[config.mk]
export PLATFORM = sky130hd
export DESIGN_NAME = escaped_line_lexer
export DESIGN_NICKNAME = d
export VERILOG_FILES = /design/src/rtl/ell_pkg.sv /design/src/rtl/escaped_line_lexer.sv
export VERILOG_INCLUDE_DIRS = /design/src /design/src/rtl
export SDC_FILE = /design/constraint.sdc
export NUM_CORES = 1
export LEC_CHECK = 0
export BUFFER_PORTS_ARGS = -buffer_cell sky130_fd_sc_hd__buf_4
export CAP_MARGIN = 25
export CELL_PAD_IN_SITES_DETAIL_PLACEMENT = 1
export CELL_PAD_IN_SITES_GLOBAL_PLACEMENT = 1
export CORE_MARGIN = 1
export CORE_UTILIZATION = 50
export CTS_BUF_LIST = sky130_fd_sc_hd__clkbuf_16
export CTS_CLUSTER_SIZE = 24
export DETAILED_ROUTE_END_ITERATION = 10
export PLACE_DENSITY = 0.81
export SYNTH_ARGS = -nofsm -noshare
export SYNTH_HDL_FRONTEND = slang
export SYNTH_SLANG_ARGS = --single-unit
[constraint.sdc]
create_clock -name i_clk -period 8.8 [get_ports i_clk]
set_input_delay 0.44 -clock i_clk [delete_from_list [all_inputs] [get_ports i_clk]]
set_output_delay 0.44 -clock i_clk [all_outputs]
set_load 0.05 [all_outputs]
[src/rtl/escaped_line_lexer_defines.svh]
// ----------------------------------------------------------------------------
// escaped_line_lexer_defines
// Assertion macros shared by the lexer RTL.
// ----------------------------------------------------------------------------
`ifndef ESCAPED_LINE_LEXER_DEFINES_SVH
`define ESCAPED_LINE_LEXER_DEFINES_SVH

// Same-cycle implication, checked outside reset.
`define ELL_ASSERT_NOW(label, clk, rst_n, ante, cons, msg) \
    label: assert property (@(posedge clk) disable iff (!rst_n) (ante) |-> (cons)) \
        else $error(msg);

// Next-cycle implication, checked outside reset.
`define ELL_ASSERT_NEXT(label, clk, rst_n, ante, cons, msg) \
    label: assert property (@(posedge clk) disable iff (!rst_n) (ante) |=> (cons)) \
        else $error(msg);

`endif

[src/rtl/ell_pkg.sv]
// ----------------------------------------------------------------------------
// ell_pkg
// Types and constants of the escaped line lexer.
// ----------------------------------------------------------------------------
`timescale 1ns / 1ps
`default_nettype none

package ell_pkg;

    localparam int FIFO_DEPTH = 4;
    localparam int FIFO_AW    = $clog2(FIFO_DEPTH);
    localparam int FIFO_CW    = $clog2(FIFO_DEPTH + 1);

    localparam logic [7:0] CH_HASH   = 8'h23;
    localparam logic [7:0] CH_BSLASH = 8'h5C;
    localparam logic [7:0] CH_NL     = 8'h0A;
    localparam logic [7:0] CH_SP     = 8'h20;
    localparam logic [7:0] CH_TAB    = 8'h09;
    localparam logic [7:0] CH_ZERO   = 8'h30;
    localparam logic [7:0] CH_SEVEN  = 8'h37;
    localparam logic [7:0] CH_B      = 8'h62;
    localparam logic [7:0] CH_P      = 8'h70;
    localparam logic [7:0] CH_F      = 8'h66;
    localparam logic [7:0] CH_A      = 8'h61;
    localparam logic [7:0] CH_R      = 8'h72;
    localparam logic [7:0] CH_T      = 8'h74;
    localparam logic [7:0] CH_N      = 8'h6E;

    localparam logic [7:0] BYTE_BS   = 8'h08;
    localparam logic [7:0] BYTE_FF   = 8'h0C;
    localparam logic [7:0] BYTE_BEL  = 8'h07;
    localparam logic [7:0] BYTE_CR   = 8'h0D;

    localparam logic [1:0] OCT_DIGITS_FULL = 2'd3;
    localparam logic [1:0] OCT_DIGITS_ONE  = 2'd1;

    typedef enum logic [2:0] {
        MODE_NORMAL = 3'd0,
        MODE_SKIP   = 3'd1,
        MODE_CLEAD  = 3'd2,
        MODE_CBODY  = 3'd3,
        MODE_ESC    = 3'd4,
        MODE_OCT    = 3'd5
    } t_mode;

    typedef enum logic [2:0] {
        KIND_LINE  = 3'd0,
        KIND_COMM  = 3'd1,
        KIND_EOL   = 3'd2,
        KIND_CLEAN = 3'd3,
        KIND_TRUNC = 3'd4,
        KIND_BAD   = 3'd5
    } t_kind;

    typedef struct packed {
        logic [7:0] in_byte;
        logic       end_of_input;
    } t_in;

    typedef struct packed {
        t_kind       kind;
        logic [7:0]  value;
        logic [31:0] line_number;
        logic        last;
    } t_out;

endpackage

`default_nettype wire

[src/rtl/escaped_line_lexer.sv]
// ----------------------------------------------------------------------------
// escaped_line_lexer
// Splits a byte stream into logical lines: escapes, octal bytes, comments,
// line joins and line numbering, one source byte per cycle when not stalled.
//
// Input channel (i_in_valid / o_in_ready, payload i_in) takes one byte or an
// end-of-input mark per transaction. Each transaction yields zero, one or two
// results on the output channel (o_out_valid / i_out_ready, payload o_out);
// the last result of a transaction has last set.
// Results are registered in the result queue and reach o_out in order. At
// most one input transaction is taken per cycle, while at least two of the
// four result queue entries are free; a transaction that yields two results
// fills two entries. Configuration (i_cfg_valid / o_cfg_ready, i_cfg_data)
// loads the start line into both line counters and is always ready; the user
// must see that it is written only while idle; the block does not enforce
// this. Reset empties the queue, returns to normal mode and sets both line
// counters to 1. When the receiver stalls, results hold in the queue and
// o_in_ready drops once fewer than two entries are free.
// ----------------------------------------------------------------------------
`timescale 1ns / 1ps
`default_nettype none
`include "escaped_line_lexer_defines.svh"

module escaped_line_lexer
    import ell_pkg::*;
(
    input  wire logic        i_clk,
    input  wire logic        i_rst_n,
    input  wire logic        i_cfg_valid,
    output logic             o_cfg_ready,
    input  wire logic [31:0] i_cfg_data,
    input  wire logic        i_in_valid,
    output logic             o_in_ready,
    input  wire t_in         i_in,
    output logic             o_out_valid,
    input  wire logic        i_out_ready,
    output t_out             o_out
);

    t_mode               r_mode, n_mode;
    logic [8:0]          r_oct_val, n_oct_val;
    logic [1:0]          r_oct_digits, n_oct_digits;
    logic                r_lhb, n_lhb;
    logic [31:0]         r_logical, n_logical;
    logic [31:0]         r_physical, n_physical;

    t_out                r_fifo [FIFO_DEPTH];
    logic [FIFO_AW-1:0]  r_wr_ptr, r_rd_ptr;
    logic [FIFO_CW-1:0]  r_count;

    logic                in_fire, out_fire;
    logic [7:0]          c;
    logic [31:0]         phys_inc;
    logic                c_octal;

    logic                nm_emit, nm_endl, nm_byte;
    t_mode               nm_mode;
    t_out                nm_res;

    logic [7:0]          esc_byte;
    logic                esc_known;
    logic [8:0]          oct_next;
    logic [1:0]          digits_next;

    t_out                res0, res1;
    logic [1:0]          res_cnt;

    assign o_cfg_ready = 1'b1;
    assign in_fire     = i_in_valid && o_in_ready;
    assign out_fire    = o_out_valid && i_out_ready;
    assign o_in_ready  = r_count <= FIFO_CW'(FIFO_DEPTH - 2);
    assign o_out_valid = r_count != '0;
    assign o_out       = r_fifo[r_rd_ptr];

    assign c           = i_in.in_byte;
    assign phys_inc    = r_physical + 32'd1;
    assign c_octal     = c inside {[CH_ZERO:CH_SEVEN]};
    assign oct_next    = {r_oct_val[5:0], c[2:0]};
    assign digits_next = r_oct_digits + 2'd1;

    // normal-mode handling of the current byte
    always_comb begin
        nm_emit = 1'b0;
        nm_endl = 1'b0;
        nm_byte = 1'b0;
        nm_mode = MODE_NORMAL;
        nm_res  = '{kind: KIND_LINE, value: c, line_number: 32'd0, last: 1'b0};
        if (c == CH_BSLASH) begin
            nm_mode = MODE_ESC;
        end else if (c == CH_HASH) begin
            nm_mode = MODE_CLEAD;
        end else if (c == CH_NL) begin
            nm_emit = 1'b1;
            nm_endl = 1'b1;
            nm_res  = '{kind: KIND_EOL, value: 8'd0, line_number: r_logical, last: 1'b0};
        end else begin
            nm_emit = 1'b1;
            nm_byte = 1'b1;
        end
    end

    always_comb begin
        esc_known = 1'b1;
        case (c)
            CH_B:      esc_byte = BYTE_BS;
            CH_BSLASH: esc_byte = CH_BSLASH;
            CH_P:      esc_byte = CH_HASH;
            CH_F:      esc_byte = BYTE_FF;
            CH_A:      esc_byte = BYTE_BEL;
            CH_R:      esc_byte = BYTE_CR;
            CH_T:      esc_byte = CH_TAB;
            CH_N:      esc_byte = CH_NL;
            default: begin
                esc_byte  = c;
                esc_known = 1'b0;
            end
        endcase
    end

    always_comb begin
        n_mode       = r_mode;
        n_oct_val    = r_oct_val;
        n_oct_digits = r_oct_digits;
        n_lhb        = r_lhb;
        n_logical    = r_logical;
        n_physical   = r_physical;
        res0         = '{kind: KIND_LINE, value: c, line_number: 32'd0, last: 1'b0};
        res1         = '{kind: KIND_LINE, value: c, line_number: 32'd0, last: 1'b0};
        res_cnt      = 2'd0;
        if (i_in.end_of_input) begin
            res0         = '{kind: (r_lhb ? KIND_TRUNC : KIND_CLEAN), value: 8'd0,
                             line_number: r_physical, last: 1'b0};
            res_cnt      = 2'd1;
            n_mode       = MODE_NORMAL;
            n_oct_val    = '0;
            n_oct_digits = '0;
            n_lhb        = 1'b0;
            n_logical    = r_physical;
        end else begin
            case (r_mode)
                MODE_NORMAL: begin
                    n_mode = nm_mode;
                    if (nm_endl) begin
                        n_physical = phys_inc;
                        n_logical  = phys_inc;
                        n_lhb      = 1'b0;
                    end
                    if (nm_byte) begin
                        n_lhb = 1'b1;
                    end
                    if (nm_emit) begin
                        res0    = nm_res;
                        res_cnt = 2'd1;
                    end
                end
                MODE_SKIP: begin
                    if (c == CH_NL) begin
                        n_physical = phys_inc;
                        n_mode     = MODE_NORMAL;
                    end
                end
                MODE_CLEAD, MODE_CBODY: begin
                    if (c == CH_NL) begin
                        n_physical = phys_inc;
                        n_logical  = phys_inc;
                        n_lhb      = 1'b0;
                        n_mode     = MODE_NORMAL;
                        res0       = nm_res;
                        res_cnt    = 2'd1;
                    end else if (r_mode == MODE_CBODY || (c != CH_SP && c != CH_TAB)) begin
                        n_mode  = MODE_CBODY;
                        res0    = '{kind: KIND_COMM, value: c, line_number: 32'd0, last: 1'b0};
                        res_cnt = 2'd1;
                    end
                end
                MODE_ESC: begin
                    if (c == CH_SP || c == CH_TAB) begin
                        n_mode = MODE_SKIP;
                    end else if (c == CH_NL) begin
                        n_physical = phys_inc;
                        n_mode     = MODE_NORMAL;
                    end else if (!esc_known && c_octal) begin
                        n_mode       = MODE_OCT;
                        n_oct_digits = OCT_DIGITS_ONE;
                        n_oct_val    = {6'd0, c[2:0]};
                    end else if (esc_known) begin
                        n_mode     = MODE_NORMAL;
                        n_lhb      = 1'b1;
                        res0.value = esc_byte;
                        res_cnt    = 2'd1;
                    end else begin
                        n_mode  = MODE_NORMAL;
                        n_lhb   = 1'b1;
                        res0    = '{kind: KIND_BAD, value: c, line_number: r_physical,
                                    last: 1'b0};
                        res_cnt = 2'd2;
                    end
                end
                default: begin
                    if (c_octal) begin
                        n_oct_val    = oct_next;
                        n_oct_digits = digits_next;
                        if (digits_next == OCT_DIGITS_FULL) begin
                            n_mode       = MODE_NORMAL;
                            n_oct_digits = '0;
                            n_lhb        = 1'b1;
                            res0.value   = oct_next[7:0];
                            res_cnt      = 2'd1;
                        end
                    end else begin
                        n_mode       = nm_mode;
                        n_oct_digits = '0;
                        n_lhb        = !nm_endl;
                        res0.value   = r_oct_val[7:0];
                        if (nm_endl) begin
                            n_physical = phys_inc;
                            n_logical  = phys_inc;
                        end
                        if (nm_emit) begin
                            res1    = nm_res;
                            res_cnt = 2'd2;
                        end else begin
                            res_cnt = 2'd1;
                        end
                    end
                end
            endcase
        end
        if (res_cnt == 2'd1) begin
            res0.last = 1'b1;
        end
        if (res_cnt == 2'd2) begin
            res1.last = 1'b1;
        end
    end

    always_ff @(posedge i_clk) begin
        if (!i_rst_n) begin
            r_mode       <= MODE_NORMAL;
            r_oct_val    <= '0;
            r_oct_digits <= '0;
            r_lhb        <= 1'b0;
            r_logical    <= 32'd1;
            r_physical   <= 32'd1;
            r_wr_ptr     <= '0;
            r_rd_ptr     <= '0;
            r_count      <= '0;
        end else begin
            if (i_cfg_valid) begin
                r_logical  <= i_cfg_data;
                r_physical <= i_cfg_data;
            end else if (in_fire) begin
                r_mode       <= n_mode;
                r_oct_val    <= n_oct_val;
                r_oct_digits <= n_oct_digits;
                r_lhb        <= n_lhb;
                r_logical    <= n_logical;
                r_physical   <= n_physical;
            end
            if (in_fire) begin
                r_wr_ptr <= r_wr_ptr + FIFO_AW'(res_cnt);
            end
            if (out_fire) begin
                r_rd_ptr <= r_rd_ptr + FIFO_AW'(1);
            end
            r_count <= r_count + (in_fire ? FIFO_CW'(res_cnt) : FIFO_CW'(0))
                       - FIFO_CW'(out_fire);
        end
    end

    always_ff @(posedge i_clk) begin
        if (in_fire && res_cnt != 2'd0) begin
            r_fifo[r_wr_ptr] <= res0;
        end
        if (in_fire && res_cnt == 2'd2) begin
            r_fifo[r_wr_ptr + FIFO_AW'(1)] <= res1;
        end
    end

    `ELL_ASSERT_NOW(a_ready_room, i_clk, i_rst_n, o_in_ready,
        r_count <= FIFO_CW'(FIFO_DEPTH - 2), "input taken without room for two results")
    `ELL_ASSERT_NEXT(a_count_hold, i_clk, i_rst_n, !in_fire && !out_fire,
        $stable(r_count), "queue count moved without a transaction")
    `ELL_ASSERT_NEXT(a_eoi_clear, i_clk, i_rst_n, in_fire && !i_cfg_valid && i_in.end_of_input,
        r_mode == MODE_NORMAL && !r_lhb && r_logical == r_physical,
        "end of input left lexer state behind")
    `ELL_ASSERT_NOW(a_byte_no_line, i_clk, i_rst_n,
        o_out_valid && (o_out.kind == KIND_LINE || o_out.kind == KIND_COMM),
        o_out.line_number == 32'd0, "byte result carries a line number")

endmodule

`default_nettype wire
* Word-level counts from Yosys, hierarchy flattened *
Memories as Yosys holds them, arrays and structs flattened. A register that Yosys moved wholly into a read port is not among the register bits.
Index checks and enable logic that the tools add are counted.

storage, ports and cells
  register bits = 85
  bits in writable memories = 176
  output and inout bits = 47
  word-level logic and storage cells = 191
  memories = 1

cells by class
  add/sub/neg operators = 7
  order comparisons = 3
  equality and inequality tests = 39
  mux-type cells = 103
  bitwise logic cells = 1
  reduce and logical (&&, ||, !) cells = 28

memories
  memory  words  bits a word  read ports  clocked after memory_dff  wr ports  RTL line                  source
  r_fifo  4      44           1           1                         2         escaped_line_lexer.sv:47  t_out r_fifo [FIFO_DEPTH];

operator list
  kind                                                   number
  two-way mux 32 bit                                     13
  two-way mux 44 bit                                     9
  case mux 32 bit (3 select lines)                       2
  two-way mux 43 bit                                     3
  case mux 33 bit (3 select lines)                       1
  equality test 8 x 7 -> 1 bit, second input constant    8
  two-way mux 8 bit                                      8
  case mux 8 bit (8 select lines)                        1
  two-way mux 42 bit                                     1
  two-way mux 3 bit                                      12
  two-way mux 2 bit                                      17
  two-way mux 33 bit                                     1
  adder 32 x 1 -> 32 bit, second input constant          1
  case mux 8 bit (4 select lines)                        1
  two-way mux 1 bit                                      28
  inequality test 3 bit, second input constant           7
  equality test 8 x 4 -> 1 bit, second input constant    2
  equality test 8 x 6 -> 1 bit, second input constant    2
  case mux 8 bit (2 select lines)                        1
  inequality test 4 bit, second input constant           3
  case mux 3 bit (4 select lines)                        1
  inequality test 5 x 3 -> 1 bit, second input constant  2
  case mux 3 bit (3 select lines)                        1
  AND reduction 9 bit                                    1
  other kinds (38)                                       55

* Depth between registers and ports, before layout *
  depth after elaboration = 14
  mapped depth = 16
  mapped depth without buffers = 14

* Least setup slack after synthesis *
Ideal clock, no wire load.

  path kind = register to register
  start = register r_count[1]
  end = memory r_fifo[1][0] (netlist name), enable pin
  setup time = 0.400 ns
  arrival = 3.503 ns
  data required time = 8.400 ns
  path slack = 4.897 ns
  stages on the path, launching flop included = 10
  path through = dfxtp_1 > a21oi_1 > and2_1 > nand2_2 > or4_1 > buf_2 > and2_4 > buf_6 > buf_6 > nand2_1

RTL lines
  what                    RTL line                   source
  start, declared         escaped_line_lexer.sv:49   logic [FIFO_CW-1:0] r_count;
  start signal, assigned  escaped_line_lexer.sv:266  r_count <= r_count + (in_fire ? FIFO_CW'(res_cnt) : FIFO_CW'(0))
  end, declared           escaped_line_lexer.sv:47

==> results.json <==
{
  "critPathMaxFanout": 37,
  "start_util_pct": 51.2,
  "cts_tree": "done",
  "required_ns": 9.06,
  "multi_input_area_um2": 6820,
  "syn_area_um2": 14300,
  "cpPeakStageDelay_ns": 0.92,
  "synth_warnings": 0,
  "cts_buffers": 29,
  "chipWidth_um": 171,
  "critPathCaptureType": "flop",
  "place.gp.congestion": 0.863,
  "rsz0062_at_grt": "false",
  "status": "finished clean",
  "ys_ff_latch": 263,
  "maxSlewHeadroom_pct": 28.2,
  "clkTransAtPathRegs_ns": 0.06,
  "fin_crit_sh_pct": 50.2,
  "avgSynthCellArea_um2": 10.5,
  "crit_path_cell_trace": "nor2_1 > nand2_1 > nor4b_4 > a31oi_4 > nor4b_2 > nor2_4 > nand2_2 > buf_16",
  "nFillCells": 2985,
  "worstSetupPathType": "reg -> reg",
  "switchingPower_mw": 1.43,
  "cts-resized-gates": 0,
  "ys_async_sr_fraction_pct": 0,
  "setup_tns_ns": 0,
  "numPortBuffers": 91,
  "h-tree-depth": 1,
  "final_cell_mix": "168 x edfxtp_1, 167 x nand2_1, 113 x o21ai_0, 105 x buf_4, 93 x dfxtp_1",
  "final_common_cell": "edfxtp_1",
  "p_int_mw": 2.67,
  "area.sequential_um2": 6950,
  "drive_gt1_share_pct": 18.6,
  "dp_hpwl_um": 30800,
  "power_density_nw_per_um2": 252,
  "report.final.slew_viol_count": 0,
  "drt-vias-per-instance": 6.44,
  "detail-route-antenna-nets": 0,
  "ys_seq_area_share_pct": 48.6,
  "grt_max_degree": 74,
  "final_area_um2": 16200,
  "std_cell_rows": 61,
  "vias": 11481,
  "hp-class": "in -> reg",
  "hold_violations": 0,
  "dp_cells": 1729,
  "antenna_found_initial": 2,
  "drc": 0,
  "ir_drop_v": 0.000207,
  "diodes": 0,
  "dieHeight_um": 171,
  "synth_nets": 1414,
  "track_usage_pct": 31.3,
  "clock-sinks": 263,
  "leakage_nw": 5.38,
  "grt_pass1_vias": 11328,
  "p_seq_share_pct": 37.9,
  "drt_iter0_drc": 1341,
  "synth-edff-count": 168,
  "post-cts-setup-buffers": 0,
  "pwr-share-clk_pct": 32.5,
  "dieArea_um2": 29300,
  "hold_buffers": 0,
  "swShare_pct": 34.8,
  "syn_inst": 1362,
  "tightest_slew_ns": 1.07,
  "ctsLongestPathBuffers": 3,
  "worstSkewPairLatency_ns": 0.56,
  "syn_to_final_growth_pct": 13.5,
  "cap_viol_max_count": 0,
  "synth.distinct_cells": 82,
  "cpMaxStageDelayCell": "nor4b_2",
  "coreArea_um2": 27900,
  "wl_um": 45300,
  "start_kind": "flop",
  "synth-main-ff-cell": "edfxtp_1",
  "fin_crit_ns": 4.42,
  "pwr-share-comb_pct": 29.7,
  "setup_viol": 0,
  "grt_pass1_wl_um": 69300,
  "utilization_pct": 58.1,
  "routedWlPerCell_um": 25.4,
  "worstPathArrival_ns": 4.68,
  "dr.pass1.iters": 5,
  "fmaxAchievable_ghz": 0.226,
  "final_net_count": 1434,
  "fin_skew_ns": 0.0171,
  "root_buffer": "clkbuf_16",
  "pin_count": 93,
  "dpl_cell_area_um2": 15200,
  "grt.overflow.total": 0,
  "final_cells": 1783
}
==> routing by layer <==
metal  GRT usage, %  share of wire [%]
met5              0              0.022
met4           5.94                1.5
met3           5.85                8.5
met2           47.9                 45
met1           46.1                 45
==> power by group through the flow <==
stage                     Combinational (mW)  Clock, mW  Sequential (mW)
after global routing                    1.28       1.38             1.56
after global placement                  1.17          0             1.56
final                                   1.21       1.33             1.55
after CTS                               1.22       1.33             1.55
after floorplan                        0.897          0             1.51
after detailed placement                1.21          0             1.57
==> synth_stat cells, types with 20 or more instances <==
cell / n / area (µm²)
nand2_1: 171 / 642
dfxtp_1: 95 / 1900
nor2_1: 72 / 270
a21oi_1: 56 / 280
buf_2: 22 / 110
nand3_1: 52 / 260
xnor2_1: 48 / 420
clkbuf_1: 83 / 312
a22o_1: 20 / 175
a21boi_0: 21 / 158
edfxtp_1: 168 / 5040
o21ai_0: 113 / 566
o2bb2ai_1: 39 / 342
o21ai_1: 25 / 125
mux4_2: 44 / 991
nor3_1: 26 / 130
o2bb2ai_2: 25 / 375
==> state kept, by name, indices dropped and copies added, names as in the netlist, named ones only <==
register      cells
r_count           3
r_fifo          176
r_lhb             1
r_logical        32
r_mode            3
r_oct_digits      2
r_oct_val         8
r_physical       32
r_rd_ptr          2
r_wr_ptr          2
==> logic make-up after synthesis <==
logic type,share of synthesized area (%)
other cells,0.0262
compound gates,19.9
buf+inv,4.08
fa+ha+maj,0.577
flops,48.6
xor+xnor,4.04
simple gates,15.0
mux,7.79
==> final timing paths <==
kind	from	end	slack (ns)	depth (start not counted)
max	r_mode[1]	r_fifo[0][16]	4.38	8
min	i_cfg_data[14]	r_logical[14]	0.11	3
max reg2reg	r_mode[1]	r_fifo[0][16]	4.38	8
min reg2reg	r_oct_val[5]	r_oct_val[5]	0.48	2
==> area by class of cell <==
| class | count | area share (%) |
|---|---|---|
| tap | 378 | 2.91 |
| timing repair buffer | 111 | 5.60 |
| multi-input combinational | 963 | 42.0 |
| sequential | 263 | 42.8 |
| clock inverter | 25 | 1.86 |
| inverter | 14 | 0.324 |
| clock buffer | 29 | 4.47 |
==> metrics by stage <==
stage | worst slack [ns] | hold WS, ns | power, mW
after detailed placement | 4.29 | 0.478 | 2.78
after global placement | 4.45 | 0.465 | 2.73
after floorplan | 4.90 | 0.452 | 2.41
final | 4.38 | 0.115 | 4.09
after CTS | 4.43 | 0.112 | 4.10
after global routing | 4.08 | 0.121 | 4.22
==> worst max-delay path: cells and delay by family, from the launching register on <==
kind	cells	cell delay, ns
AO/OA/AOI/OAI	1	0.18
buffers and inverters	1	0.25
flip-flops	1	0.39
AND/OR/NAND/NOR	6	3.26
Note: power is estimated with default switching activity, not from simulation.
